## src/sv/xcrc_rx_pkg.sv

```systemverilog
// ----------------------------------------------------------------------------
// XMODEM-CRC receiver package
// Protocol characters, verdict codes, packet geometry and the CRC-16 update.
// ----------------------------------------------------------------------------
package xcrc_rx_pkg;

  // Packet geometry.
  localparam int unsigned DATA_BYTES       = 128;
  localparam int unsigned PACKETS_PER_PAGE = 8;
  localparam int unsigned PAGE_BYTES       = DATA_BYTES * PACKETS_PER_PAGE;

  // Byte position within a packet: 0 awaits the header, 1 number, 2 complement,
  // 3 .. DATA_BYTES+2 payload, then the two CRC bytes.
  localparam int unsigned POS_W      = $clog2(DATA_BYTES + 5);
  localparam int unsigned POS_DATA   = 3;
  localparam int unsigned POS_CRC_HI = DATA_BYTES + 3;
  localparam int unsigned FILL_W     = $clog2(PACKETS_PER_PAGE + 1);

  // Field widths of one result.
  localparam int unsigned OFFSET_W = 10;
  localparam int unsigned COUNT_W  = 4;

  // Input opcodes.
  localparam logic OP_BYTE  = 1'b0;
  localparam logic OP_START = 1'b1;

  // Result kinds.
  localparam logic KIND_DATA    = 1'b0;
  localparam logic KIND_VERDICT = 1'b1;

  // Protocol characters.
  localparam logic [7:0] CH_SOH  = 8'h01;
  localparam logic [7:0] CH_EOT  = 8'h04;
  localparam logic [7:0] CH_ACK  = 8'h06;
  localparam logic [7:0] CH_NAK  = 8'h15;
  localparam logic [7:0] CH_CAN  = 8'h18;
  localparam logic [7:0] CH_POLL = 8'h43;

  // Verdict status codes.
  localparam logic [2:0] ST_ACCEPTED   = 3'd0;
  localparam logic [2:0] ST_HEADER     = 3'd1;
  localparam logic [2:0] ST_COMPLEMENT = 3'd2;
  localparam logic [2:0] ST_DUPLICATE  = 3'd3;
  localparam logic [2:0] ST_ORDER      = 3'd4;
  localparam logic [2:0] ST_CRC        = 3'd5;
  localparam logic [2:0] ST_EOT        = 3'd6;
  localparam logic [2:0] ST_POLL       = 3'd7;

  localparam logic [15:0] CRC_POLY = 16'h1021;
  localparam logic [15:0] CRC_INIT = 16'h0000;

  // Fields of one result item.
  typedef struct packed {
    logic                kind;
    logic [7:0]          data_byte;
    logic [OFFSET_W-1:0] write_offset;
    logic [7:0]          response_byte;
    logic [2:0]          status;
    logic                page_write;
    logic [31:0]         page_address;
    logic [COUNT_W-1:0]  packets_in_page;
    logic                stopped;
  } result_t;

  // CRC-16/XMODEM update by one byte, MSB first.
  function automatic logic [15:0] crc_update(input logic [15:0] crc, input logic [7:0] b);
    logic [15:0] c;
    c = crc ^ {b, 8'h00};
    for (int i = 0; i < 8; i++) begin
      if (c[15]) begin
        c = {c[14:0], 1'b0} ^ CRC_POLY;
      end else begin
        c = {c[14:0], 1'b0};
      end
    end
    return c;
  endfunction

endpackage

```

## src/sv/xmodem_crc_packet_receiver.sv

```systemverilog
// ----------------------------------------------------------------------------
// XMODEM-CRC packet receiver
// Parses XMODEM-CRC packets one byte per transfer and reports data writes and
// per-packet verdicts with page write requests.
// ----------------------------------------------------------------------------
// Usage:
// Each slave transfer carries one received serial byte (tdata) together with
// an opcode and a start-of-frame flag (tuser). A start command clears the
// session and produces a poll verdict ('C'). Payload bytes produce tentative
// data write results (kind 0) with their offset in the page buffer; the last
// CRC byte of a packet produces one verdict (kind 1) with the response byte
// to send back, and a page write request with its flash address when a page
// fills up or EOT closes a partly filled page. A bad header and EOT produce a
// verdict too; SOH, number, complement and the first CRC byte produce none.
// Every transfer is processed in the cycle it is accepted: the parser state
// and the CRC update by one byte are combinational between the state
// registers and the output register, so a result appears on the master side
// in the cycle after its input transfer; one transfer a cycle unless stalled.
// The output register holds a result until it is taken; while it holds a
// result the slave side stays ready only if the receiver takes it in the same
// cycle, so a stalled receiver back-pressures the input after one result.
// Reset clears the session and sets flash_base to zero; cfg_we_i writes it.
// ----------------------------------------------------------------------------
module xmodem_crc_packet_receiver (
  input  logic        clk_i,
  input  logic        rst_ni,
  // Configuration: flash_base.
  input  logic        cfg_we_i,
  input  logic [31:0] cfg_wdata_i,
  // Input bytes.
  input  logic        s_axis_tvalid_i,
  output logic        s_axis_tready_o,
  input  logic [7:0]  s_axis_tdata_i,   // [7:0] rx_byte
  input  logic [1:0]  s_axis_tuser_i,   // [0] opcode, [1] frame_first
  // Results.
  output logic        m_axis_tvalid_o,
  input  logic        m_axis_tready_i,
  // [7:0] data_byte, [17:8] write_offset, [25:18] response_byte,
  // [28:26] status, [29] page_write, [61:30] page_address,
  // [65:62] packets_in_page, [66] stopped, [71:67] zero
  output logic [71:0] m_axis_tdata_o,
  output logic        m_axis_tuser_o    // [0] kind
);

  localparam int unsigned PosW  = xcrc_rx_pkg::POS_W;
  localparam int unsigned FillW = xcrc_rx_pkg::FILL_W;

  // Session state.
  logic [31:0]      flash_base_q;
  logic [PosW-1:0]  pos_q, pos_d;
  logic [7:0]       expected_q, expected_d;
  logic [7:0]       number_q, number_d;
  logic [7:0]       compl_q, compl_d;
  logic [15:0]      crc_q, crc_d;
  logic [7:0]       crc_hi_q, crc_hi_d;
  logic [FillW-1:0] fill_q, fill_d;
  logic [15:0]      page_idx_q, page_idx_d;
  logic             stopped_q, stopped_d;

  // Output register.
  logic                   out_valid_q;
  xcrc_rx_pkg::result_t   out_q;

  logic                   accept;
  logic                   res_valid;
  xcrc_rx_pkg::result_t   res;

  logic                   op;
  logic                   first;
  logic [7:0]             rx;
  logic [31:0]            page_addr;
  logic [FillW-1:0]       fill_inc;
  logic [xcrc_rx_pkg::OFFSET_W-1:0] data_offset;

  assign op    = s_axis_tuser_i[0];
  assign first = s_axis_tuser_i[1];
  assign rx    = s_axis_tdata_i;

  // A new transfer is taken whenever the output register is free or drains now.
  assign s_axis_tready_o = !out_valid_q || m_axis_tready_i;
  assign accept          = s_axis_tvalid_i && s_axis_tready_o;

  assign page_addr = flash_base_q
                   + 32'(xcrc_rx_pkg::PAGE_BYTES) * {16'h0000, page_idx_q};
  assign fill_inc  = fill_q + FillW'(1);
  assign data_offset = xcrc_rx_pkg::OFFSET_W'(
                         32'(fill_q) * 32'(xcrc_rx_pkg::DATA_BYTES)
                       + 32'(pos_q) - 32'(xcrc_rx_pkg::POS_DATA));

  // Parser: next state and the result of the current byte.
  always_comb begin
    pos_d      = pos_q;
    expected_d = expected_q;
    number_d   = number_q;
    compl_d    = compl_q;
    crc_d      = crc_q;
    crc_hi_d   = crc_hi_q;
    fill_d     = fill_q;
    page_idx_d = page_idx_q;
    stopped_d  = stopped_q;

    res_valid = 1'b0;
    res       = '0;
    res.kind  = xcrc_rx_pkg::KIND_VERDICT;

    if (op == xcrc_rx_pkg::OP_START) begin
      pos_d      = '0;
      expected_d = 8'd1;
      number_d   = 8'h00;
      compl_d    = 8'h00;
      crc_d      = xcrc_rx_pkg::CRC_INIT;
      crc_hi_d   = 8'h00;
      fill_d     = '0;
      page_idx_d = 16'h0000;
      stopped_d  = 1'b0;
      res_valid  = 1'b1;
      res.response_byte = xcrc_rx_pkg::CH_POLL;
      res.status        = xcrc_rx_pkg::ST_POLL;
    end else if (!stopped_q) begin
      if (first) begin
        // A new frame always restarts the packet, even in mid-packet.
        pos_d = '0;
        if (rx == xcrc_rx_pkg::CH_EOT) begin
          stopped_d         = 1'b1;
          res_valid         = 1'b1;
          res.response_byte = xcrc_rx_pkg::CH_ACK;
          res.status        = xcrc_rx_pkg::ST_EOT;
          if (fill_q != '0) begin
            res.page_write   = 1'b1;
            res.page_address = page_addr;
          end
        end else if (rx != xcrc_rx_pkg::CH_SOH) begin
          res_valid         = 1'b1;
          res.response_byte = xcrc_rx_pkg::CH_NAK;
          res.status        = xcrc_rx_pkg::ST_HEADER;
        end else begin
          pos_d = PosW'(1);
        end
      end else if (pos_q == PosW'(1)) begin
        number_d = rx;
        pos_d    = PosW'(2);
      end else if (pos_q == PosW'(2)) begin
        compl_d = rx;
        crc_d   = xcrc_rx_pkg::CRC_INIT;
        pos_d   = PosW'(xcrc_rx_pkg::POS_DATA);
      end else if (pos_q != '0 && pos_q < PosW'(xcrc_rx_pkg::POS_CRC_HI)) begin
        crc_d     = xcrc_rx_pkg::crc_update(crc_q, rx);
        pos_d     = pos_q + PosW'(1);
        res_valid = 1'b1;
        res.kind         = xcrc_rx_pkg::KIND_DATA;
        res.data_byte    = rx;
        res.write_offset = data_offset;
      end else if (pos_q == PosW'(xcrc_rx_pkg::POS_CRC_HI)) begin
        crc_hi_d = rx;
        pos_d    = pos_q + PosW'(1);
      end else if (pos_q != '0) begin
        // Last CRC byte: judge the packet.
        pos_d     = '0;
        res_valid = 1'b1;
        if ((number_q ^ compl_q) != 8'hFF) begin
          res.response_byte = xcrc_rx_pkg::CH_NAK;
          res.status        = xcrc_rx_pkg::ST_COMPLEMENT;
        end else if (number_q != expected_q) begin
          if (number_q == expected_q - 8'd1) begin
            res.response_byte = xcrc_rx_pkg::CH_ACK;
            res.status        = xcrc_rx_pkg::ST_DUPLICATE;
          end else begin
            stopped_d         = 1'b1;
            res.response_byte = xcrc_rx_pkg::CH_CAN;
            res.status        = xcrc_rx_pkg::ST_ORDER;
          end
        end else if ({crc_hi_q, rx} != crc_q) begin
          res.response_byte = xcrc_rx_pkg::CH_NAK;
          res.status        = xcrc_rx_pkg::ST_CRC;
        end else begin
          expected_d        = expected_q + 8'd1;
          res.response_byte = xcrc_rx_pkg::CH_ACK;
          res.status        = xcrc_rx_pkg::ST_ACCEPTED;
          if (fill_inc >= FillW'(xcrc_rx_pkg::PACKETS_PER_PAGE)) begin
            fill_d           = '0;
            page_idx_d       = page_idx_q + 16'd1;
            res.page_write   = 1'b1;
            res.page_address = page_addr;
          end else begin
            fill_d = fill_inc;
          end
        end
      end
    end

    // The count reports the written page's packets, else the fill after the byte.
    if (res.page_write && res.status == xcrc_rx_pkg::ST_ACCEPTED) begin
      res.packets_in_page = xcrc_rx_pkg::COUNT_W'(xcrc_rx_pkg::PACKETS_PER_PAGE);
    end else if (res.kind == xcrc_rx_pkg::KIND_DATA) begin
      res.packets_in_page = xcrc_rx_pkg::COUNT_W'(fill_q);
    end else begin
      res.packets_in_page = xcrc_rx_pkg::COUNT_W'(fill_d);
    end
    res.stopped = stopped_d;
  end

  // State registers advance on every accepted transfer.
  always_ff @(posedge clk_i or negedge rst_ni) begin
    if (!rst_ni) begin
      flash_base_q <= 32'h0000_0000;
      pos_q        <= '0;
      expected_q   <= 8'd1;
      number_q     <= 8'h00;
      compl_q      <= 8'h00;
      crc_q        <= xcrc_rx_pkg::CRC_INIT;
      crc_hi_q     <= 8'h00;
      fill_q       <= '0;
      page_idx_q   <= 16'h0000;
      stopped_q    <= 1'b0;
    end else begin
      if (cfg_we_i) begin
        flash_base_q <= cfg_wdata_i;
      end
      if (accept) begin
        pos_q      <= pos_d;
        expected_q <= expected_d;
        number_q   <= number_d;
        compl_q    <= compl_d;
        crc_q      <= crc_d;
        crc_hi_q   <= crc_hi_d;
        fill_q     <= fill_d;
        page_idx_q <= page_idx_d;
        stopped_q  <= stopped_d;
      end
    end
  end

  // Output register: loaded by a result, cleared when taken without a new one.
  always_ff @(posedge clk_i or negedge rst_ni) begin
    if (!rst_ni) begin
      out_valid_q <= 1'b0;
    end else if (accept && res_valid) begin
      out_valid_q <= 1'b1;
    end else if (m_axis_tready_i) begin
      out_valid_q <= 1'b0;
    end
  end

  always_ff @(posedge clk_i) begin
    if (accept && res_valid) begin
      out_q <= res;
    end
  end

  assign m_axis_tvalid_o = out_valid_q;
  assign m_axis_tuser_o  = out_q.kind;
  assign m_axis_tdata_o  = {5'b00000,
                            out_q.stopped,
                            out_q.packets_in_page,
                            out_q.page_address,
                            out_q.page_write,
                            out_q.status,
                            out_q.response_byte,
                            out_q.write_offset,
                            out_q.data_byte};

endmodule

```

## config.mk

```make
export PLATFORM = sky130hd
export DESIGN_NAME = xmodem_crc_packet_receiver
export DESIGN_NICKNAME = d
export VERILOG_FILES = /design/src/sv/xcrc_rx_pkg.sv /design/src/sv/xmodem_crc_packet_receiver.sv
export SDC_FILE = /design/constraint.sdc
export NUM_CORES = 1
export LEC_CHECK = 0
export BUFFER_PORTS_ARGS = -buffer_cell sky130_fd_sc_hd__buf_2
export CORE_MARGIN = 2
export CORE_UTILIZATION = 50
export CTS_BUF_LIST = sky130_fd_sc_hd__clkbuf_8 sky130_fd_sc_hd__clkbuf_16
export DETAILED_ROUTE_END_ITERATION = 10
export PLACE_DENSITY = 0.69
export SLEW_MARGIN = 20
export SYNTH_ARGS = -nofsm -noshare
export SYNTH_HDL_FRONTEND = slang
export SYNTH_SLANG_ARGS = --single-unit
```

## constraint.sdc

```tcl
create_clock -name clk_i -period 5.78 [get_ports clk_i]
set_input_delay 0 -clock clk_i [delete_from_list [all_inputs] [get_ports clk_i]]
set_output_delay 0 -clock clk_i [all_outputs]
set_load 0.005 [all_outputs]
```

# Word level (Yosys, flattened, before mapping)

Index checks and enable logic that the tools add are counted.

Mux-type cells: 166
Bitwise gates (word level): 11
Equality and inequality tests: 18
Div/mod/pow operators: 0
Reduce and logical (&&, ||, !) cells: 26
$mul: 0
Shift operators: 0
Order comparisons: 2
$add $sub $neg: 8

Operators by type and width:

| cell                  | number |
|---|---|
| $mux 16               | 60 |
| $mux 8                | 41 |
| $mux 33               | 7 |
| $mux 63               | 3 |
| $mux 44               | 4 |
| $mux 13               | 8 |
| $mux 19               | 3 |
| $mux 4                | 13 |
| $add 32x26->32        | 1 |
| $mux 1                | 26 |
| $not 3->3             | 8 |
| $ne 2x2->1 const B    | 9 |
| $add 16x1->16 const B | 1 |
| $add 8x1->8 const B   | 2 |
| $ne 16x16->1          | 1 |
| $xor 16x16->16        | 1 |
| $reduce_and 12->1     | 1 |
| $reduce_bool 2->1     | 6 |
| $reduce_and 11->1     | 1 |
| $add 10x8->10         | 1 |
| $reduce_and 5->1      | 2 |
| $sub 10x2->10 const B | 1 |
| $eq 8x1->1 const B    | 1 |
| $eq 8x2->1 const B    | 1 |
| other kinds (26)      | 29 |

Output and inout bits: 75
Memory bits (read-only): 0
Latch bits: 0
Bits of input ports: 47
Bits in writable memories: 0
Register bits: 178
Memories kept: 0

# Logic depth before layout (Yosys ltp)

Word-level depth: 65
Gate-level depth with buffers: 11

# Worst setup path after synthesis

OpenSTA, ideal clock, no wires.

Path kind: register to register
From: register pos_q[0]
To: register out_q (netlist bit m_axis_tdata_o[0]) (enable)
Slack: 1.256 ns
Arrival time: 4.033 ns
Buffers on the path: 0
Setup time: 0.490 ns
Stages on the path, launching flop included: 10
Cells stage by stage: dfrtp_1 -> inv_1 -> ha_1 -> nor2_1 -> nand2_1 -> o21ai_0 -> nor3_1 -> nor3_1 -> nor2_1 -> nor2_1

Word-level cells in the longest chain between the ends: 10

RTL lines:

| element                                            | RTL line                          | text |
|---|---|---|
| start, declared                                    | xmodem_crc_packet_receiver.sv:50  | `logic [PosW-1:0] pos_q, pos_d;` |
| start signal, assigned                             | xmodem_crc_packet_receiver.sv:220 | `pos_q <= pos_d;` |
| branches (longest 5 deep; another with $lt 8x8->1) | n/a                               |  |
| $mux 1 *                                           | xmodem_crc_packet_receiver.sv:139 | `end else if (pos_q == PosW'(1)) begin` |
| $mux 1 *                                           | xmodem_crc_packet_receiver.sv:120 | `if (first) begin` |
| $mux 1 *                                           | xmodem_crc_packet_receiver.sv:119 | `end else if (!stopped_q) begin` |
| $mux 1 *                                           | xmodem_crc_packet_receiver.sv:106 | `if (op == xcrc_rx_pkg::OP_START) begin` |
| $logic_and 1x1->1 *                                | xmodem_crc_packet_receiver.sv:245 | `if (accept && res_valid) begin` |
| end signal, assigned                               | xmodem_crc_packet_receiver.sv:246 | `out_q <= res;` |
| end, declared                                      | xmodem_crc_packet_receiver.sv:62  | `xcrc_rx_pkg::result_t out_q;` |

Every way passes the cells marked *.
A chain may end at the register's enable or synchronous reset.

# Worst setup path in the final report

From: register expected_q[0]
To: register out_q (netlist bit m_axis_tdata_o[49]) (data pin)

Word-level cells in the longest chain between the ends: 9

RTL lines:

| element                | RTL line                          | text |
|---|---|---|
| start, declared        | xmodem_crc_packet_receiver.sv:51  | `logic [7:0] expected_q, expected_d;` |
| start signal, assigned | xmodem_crc_packet_receiver.sv:221 | `expected_q <= expected_d;` |
| $ne 8x8->1             | xmodem_crc_packet_receiver.sv:163 | `end else if (number_q != expected_q) begin` |
| $mux 33                | xmodem_crc_packet_receiver.sv:163 |  |
| $mux 33                | xmodem_crc_packet_receiver.sv:160 | `if ((number_q ^ compl_q) != 8'hFF) begin` |
| $mux 44                | xmodem_crc_packet_receiver.sv:156 | `end else if (pos_q != '0) begin` |
| $mux 44                | xmodem_crc_packet_receiver.sv:153 | `end else if (pos_q == PosW'(xcrc_rx_pkg::POS_CRC_HI)) begin` |
| $mux 44                | xmodem_crc_packet_receiver.sv:146 | `end else if (pos_q != '0 && pos_q < PosW'(xcrc_rx_pkg::POS_CRC_HI)) begin` |
| $mux 63                | xmodem_crc_packet_receiver.sv:142 | `end else if (pos_q == PosW'(2)) begin` |
| $mux 63                | xmodem_crc_packet_receiver.sv:139 |  |
| $mux 44                | xmodem_crc_packet_receiver.sv:120 |  |

Every way passes these cells.

==> summary.md <==
| Metric | Value |
|---|---|
| Outcome | `completed` |
| Distinct cells, synth | `62` |
| Die area | `0.02000 sq mm` |
| Peak VDD IR | `210.3 uV` |
| Core area | `0.01864 sq mm` |
| Comb pwr share | `17.2%` |
| Worst Path Max Fanout | `21` |
| RSZ-0062 raised after global routing | `false` |
| Max-cap viol count | `0` |
| Syn avg cell area | `10.84 sq um` |
| Synth Cell Area | `0.009443 sq mm` |
| Wire length per cell | `16.94 um` |
| DRT antenna net count | `0` |
| CP max stage delay | `670 ps` |
| Root buf cell | `clkbuf_16` |
| Via-to-Cell Ratio | `5.479` |
| Pin count of the biggest net entering global routing | `67` |
| Slew headroom | `36.38%` |
| Final Max Tran Viols | `0` |
| Power Dens Cells | `271.2 mW/mm^2` |
| Placement row count | `50` |
| ANT cells | `0` |
| Final Non-Filler Cells | `1267` |
| DR vias | `6942` |
| Post-synth EDFFs | `66` |
| Clk slew on worst S/H paths | `70 ps` |
| Hold slack | `34.68 ps` |
| H-tree depth | `4` |
| GRT Overall Usage | `21.92%` |
| #FFs+latches synth | `176` |
| Post-DP HPWL | `14.78 mm` |
| HP Start | `s_axis_tdata_i[2]` |
| CP max-delay cell | `or3_1` |
| Hold Violations, Final | `0` |
| Worst skew pair latency | `430 ps` |
| Layout area overhead | `17.72%` |
| Sink Count | `176` |
| Warnings from Yosys | `0` |
| Required time of the worst setup path | `6080 ps` |
| Bufs on Longest Clock Path | `2` |
| Sw power | `0.0008299 W` |
| Initial DRC count | `449` |
| Vias in the first global route | `6740` |
| CP Class | `reg2reg` |
| LEAKAGE | `4.959 nW` |
| Hold Buf Count CTS | `41` |
| Grt ovf | `0` |
| Internal power | `0.002185 W` |
| FFs w/ async S/R, synth | `62.50%` |
| Setup crit start kind | `flop` |
| Die height | `141.4 um` |
| Initial cell density of the core | `50.65%` |
| I/O pin total | `122` |
| Placer Congestion | `0.8570` |
| Placed cell count | `1194` |
| DRC | `0` |
| Setup Skew | `11.85 ps` |
| Crit path launch | `expected_q[0]` |
| Fin Setup TNS | `0 ps` |
| Worst-Margin Slew | `954.4 ps` |
| Sequential fraction of the synthesis area | `50.15%` |
| Flop pwr share | `49.5%` |
| Buffers on Ports | `114` |
| DRT Pass-1 Iters | `5` |
| Total CTS buffers | `17` |
| Setup violators final | `0` |
| Min cycle time layout | `3188 ps` |
| Hold WC Path Type | `in2reg` |
| Die width | `141.4 um` |
| Fmax | `0.3137 GHz` |
| Layout Nets | `1109` |
| Sw frac | `27.52%` |
| Global-route wire length before repair | `34.48 mm` |
| Antenna violations before repair | `1` |
| Clk pwr share | `33.3%` |
| CTS tree | `done` |
| Worst r2r src | `expected_q[0]` |
| Top FF cell, synth | `dfrtp_1` |
| Synth Instances | `871` |
| Share of layout cells above drive strength 1 | `20.62%` |
| Period utilization | `55.15%` |
| Worst EP arrival | `3490 ps` |
| Cell Chain, Critical Path | `xor2_1 > nor4b_2 > nand4_2 > nor2_1 > a41oi_1 > or3_1 > inv_1 > o311a_1` |
| Post-CTS setup repair buffer count | `0` |
| Critical Path Sink Type | `flop` |
| WL final | `21.47 mm` |
| Resize count post-CTS | `0` |
## layout by cell type, fill, tap and decap left out, drive strengths merged, types with 4 or more instances in the layout
cell type / Yosys / final
mux2i: 6 / 6
edfxtp: 66 / 66
nor3: 24 / 24
nor3b: 4 / 4
or3: 4 / 4
o21ai: 52 / 52
nor2: 79 / 79
ha: 41 / 41
nand2: 63 / 63
buf: 11 / 118
inv: 34 / 42
or4: 4 / 4
dfrtp: 109 / 109
xor2: 54 / 54
o2111ai: 4 / 4
xnor2: 41 / 41
and2: 25 / 25
clkinv: 0 / 4
nor2b: 12 / 12
nand3: 17 / 17
nand2b: 9 / 9
a31oi: 5 / 5
conb: 1 / 7
a21o: 14 / 14
nor4: 11 / 11
mux2: 55 / 55
a21oi: 32 / 32
o31ai: 4 / 4
o21a: 7 / 7
dlygate4sd3: 0 / 41
and3: 4 / 4
nand4: 13 / 13
clkbuf: 24 / 18
## final timing paths
check	end	slack [ps]	depth (start not counted)
worst max-delay path	m_axis_tdata_o[49]	2590	8
worst min-delay path	m_axis_tdata_o[2]	30	3
worst max register to register	m_axis_tdata_o[49]	2590	8
worst min register to register	flash_base_q[7]	500	1
max in group asynchronous	expected_q[5]	4360	3
min in group asynchronous	flash_base_q[19]	110	2
## per-stage QoR
stage | util (%) | area (sq um) | power (W) | setup WS [ps]
after floorplan | - | 9465 | 0.001859 | 1256
after global placement | 54.70 | 10200 | 0.001995 | 2664
after detailed placement | 54.72 | 10200 | 0.002006 | 2641
after CTS | 59.62 | 11120 | 0.003033 | 2603
after global routing | 59.62 | 11120 | 0.003158 | 2315
final | 59.62 | 11120 | 0.003015 | 2592
## layer usage
layer | GRT usage, % | part of all wire, % | routed length [um]
met1 | 29.50 | 46 | 9887
met4 | 7.947 | 2.5 | 537
met3 | 4.219 | 4.5 | 972
met5 | 0 | 0.047 | 10
met2 | 35.62 | 47 | 10060
## Yosys cell counts, drive strengths merged (4+ instances only)
cell type  instances  area (sq um)
a21o              14         105.1
buf               11         81.33
a21oi             32         160.2
xnor2             41         359.1
and3               4         25.02
nand2             63         246.5
o31ai              4         30.03
or3                4         25.02
nor4              11         93.84
clkbuf            24         90.09
or4                4         33.78
nor2              79         296.5
nor3b              4         30.03
mux2i              6         60.06
a31oi              5         31.28
nand2b             9         56.30
nor3              24         120.1
ha                41         513.0
xor2              54         473.0
nand3             17         85.08
edfxtp            66          1982
dfrtp            109          2728
o21a               7         52.55
inv               34         127.6
o2111ai            4         35.03
o21ai             52         260.3
nand4             13         87.58
nor2b             12         75.07
mux2              55         619.3
and2              25         156.4
## power groups by stage
stage	registers, W	logic [W]	clock network [W]
floorplan	0.00148	0.000379	0
global placement	0.00151	0.000483	0
detailed placement	0.00151	0.000492	0
CTS	0.00149	0.000521	0.00102
global route	0.00151	0.000579	0.00107
finish	0.00149	0.000519	0.00100
## final cells by class
class | instances | area, sq um
flip-flops and latches | 176 | 4736
inverters | 34 | 127.6
repair buffers | 159 | 1013
multi-input cells | 632 | 4442
clock buffers | 18 | 439.2
fillers | 1560 | 7527
clock inverters | 14 | 65.06
well taps | 234 | 292.8
## registers in the layout, indices dropped and copies added, names as in the netlist
name,flops
flash_base_q,32
compl_q,8
expected_q,8
stopped_q,1
fill_q,4
m_axis_tdata_o,65
crc_q,16
m_axis_tvalid_o,1
m_axis_tuser_o,1
number_q,8
pos_q,8
crc_hi_q,8
page_idx_q,16
## kinds of logic after synthesis
kind of cell | Yosys count | share of synthesized area [%]
AND/OR/NAND/NOR | 276 | 14.73
XOR/XNOR | 95 | 8.811
AO/OA/AOI/OAI | 151 | 10.26
buffers and inverters | 69 | 3.167
flip-flops | 176 | 50.15
other | 1 | 0.03971
adder cells (fa/ha/maj) | 42 | 5.645
multiplexers | 61 | 7.195
## critical path: cells and delay by family, from the launching register on
| kind | cells | cell delay, ps |
|---|---|---|
| AOI/OAI and AO/OA | 2 | 380 |
| xor gates and xnor gates | 1 | 110 |
| DFF | 1 | 600 |
| and+or+nand+nor | 4 | 1540 |
| buffers and inverters | 1 | 430 |
Power figures use the tool's default switching activity.
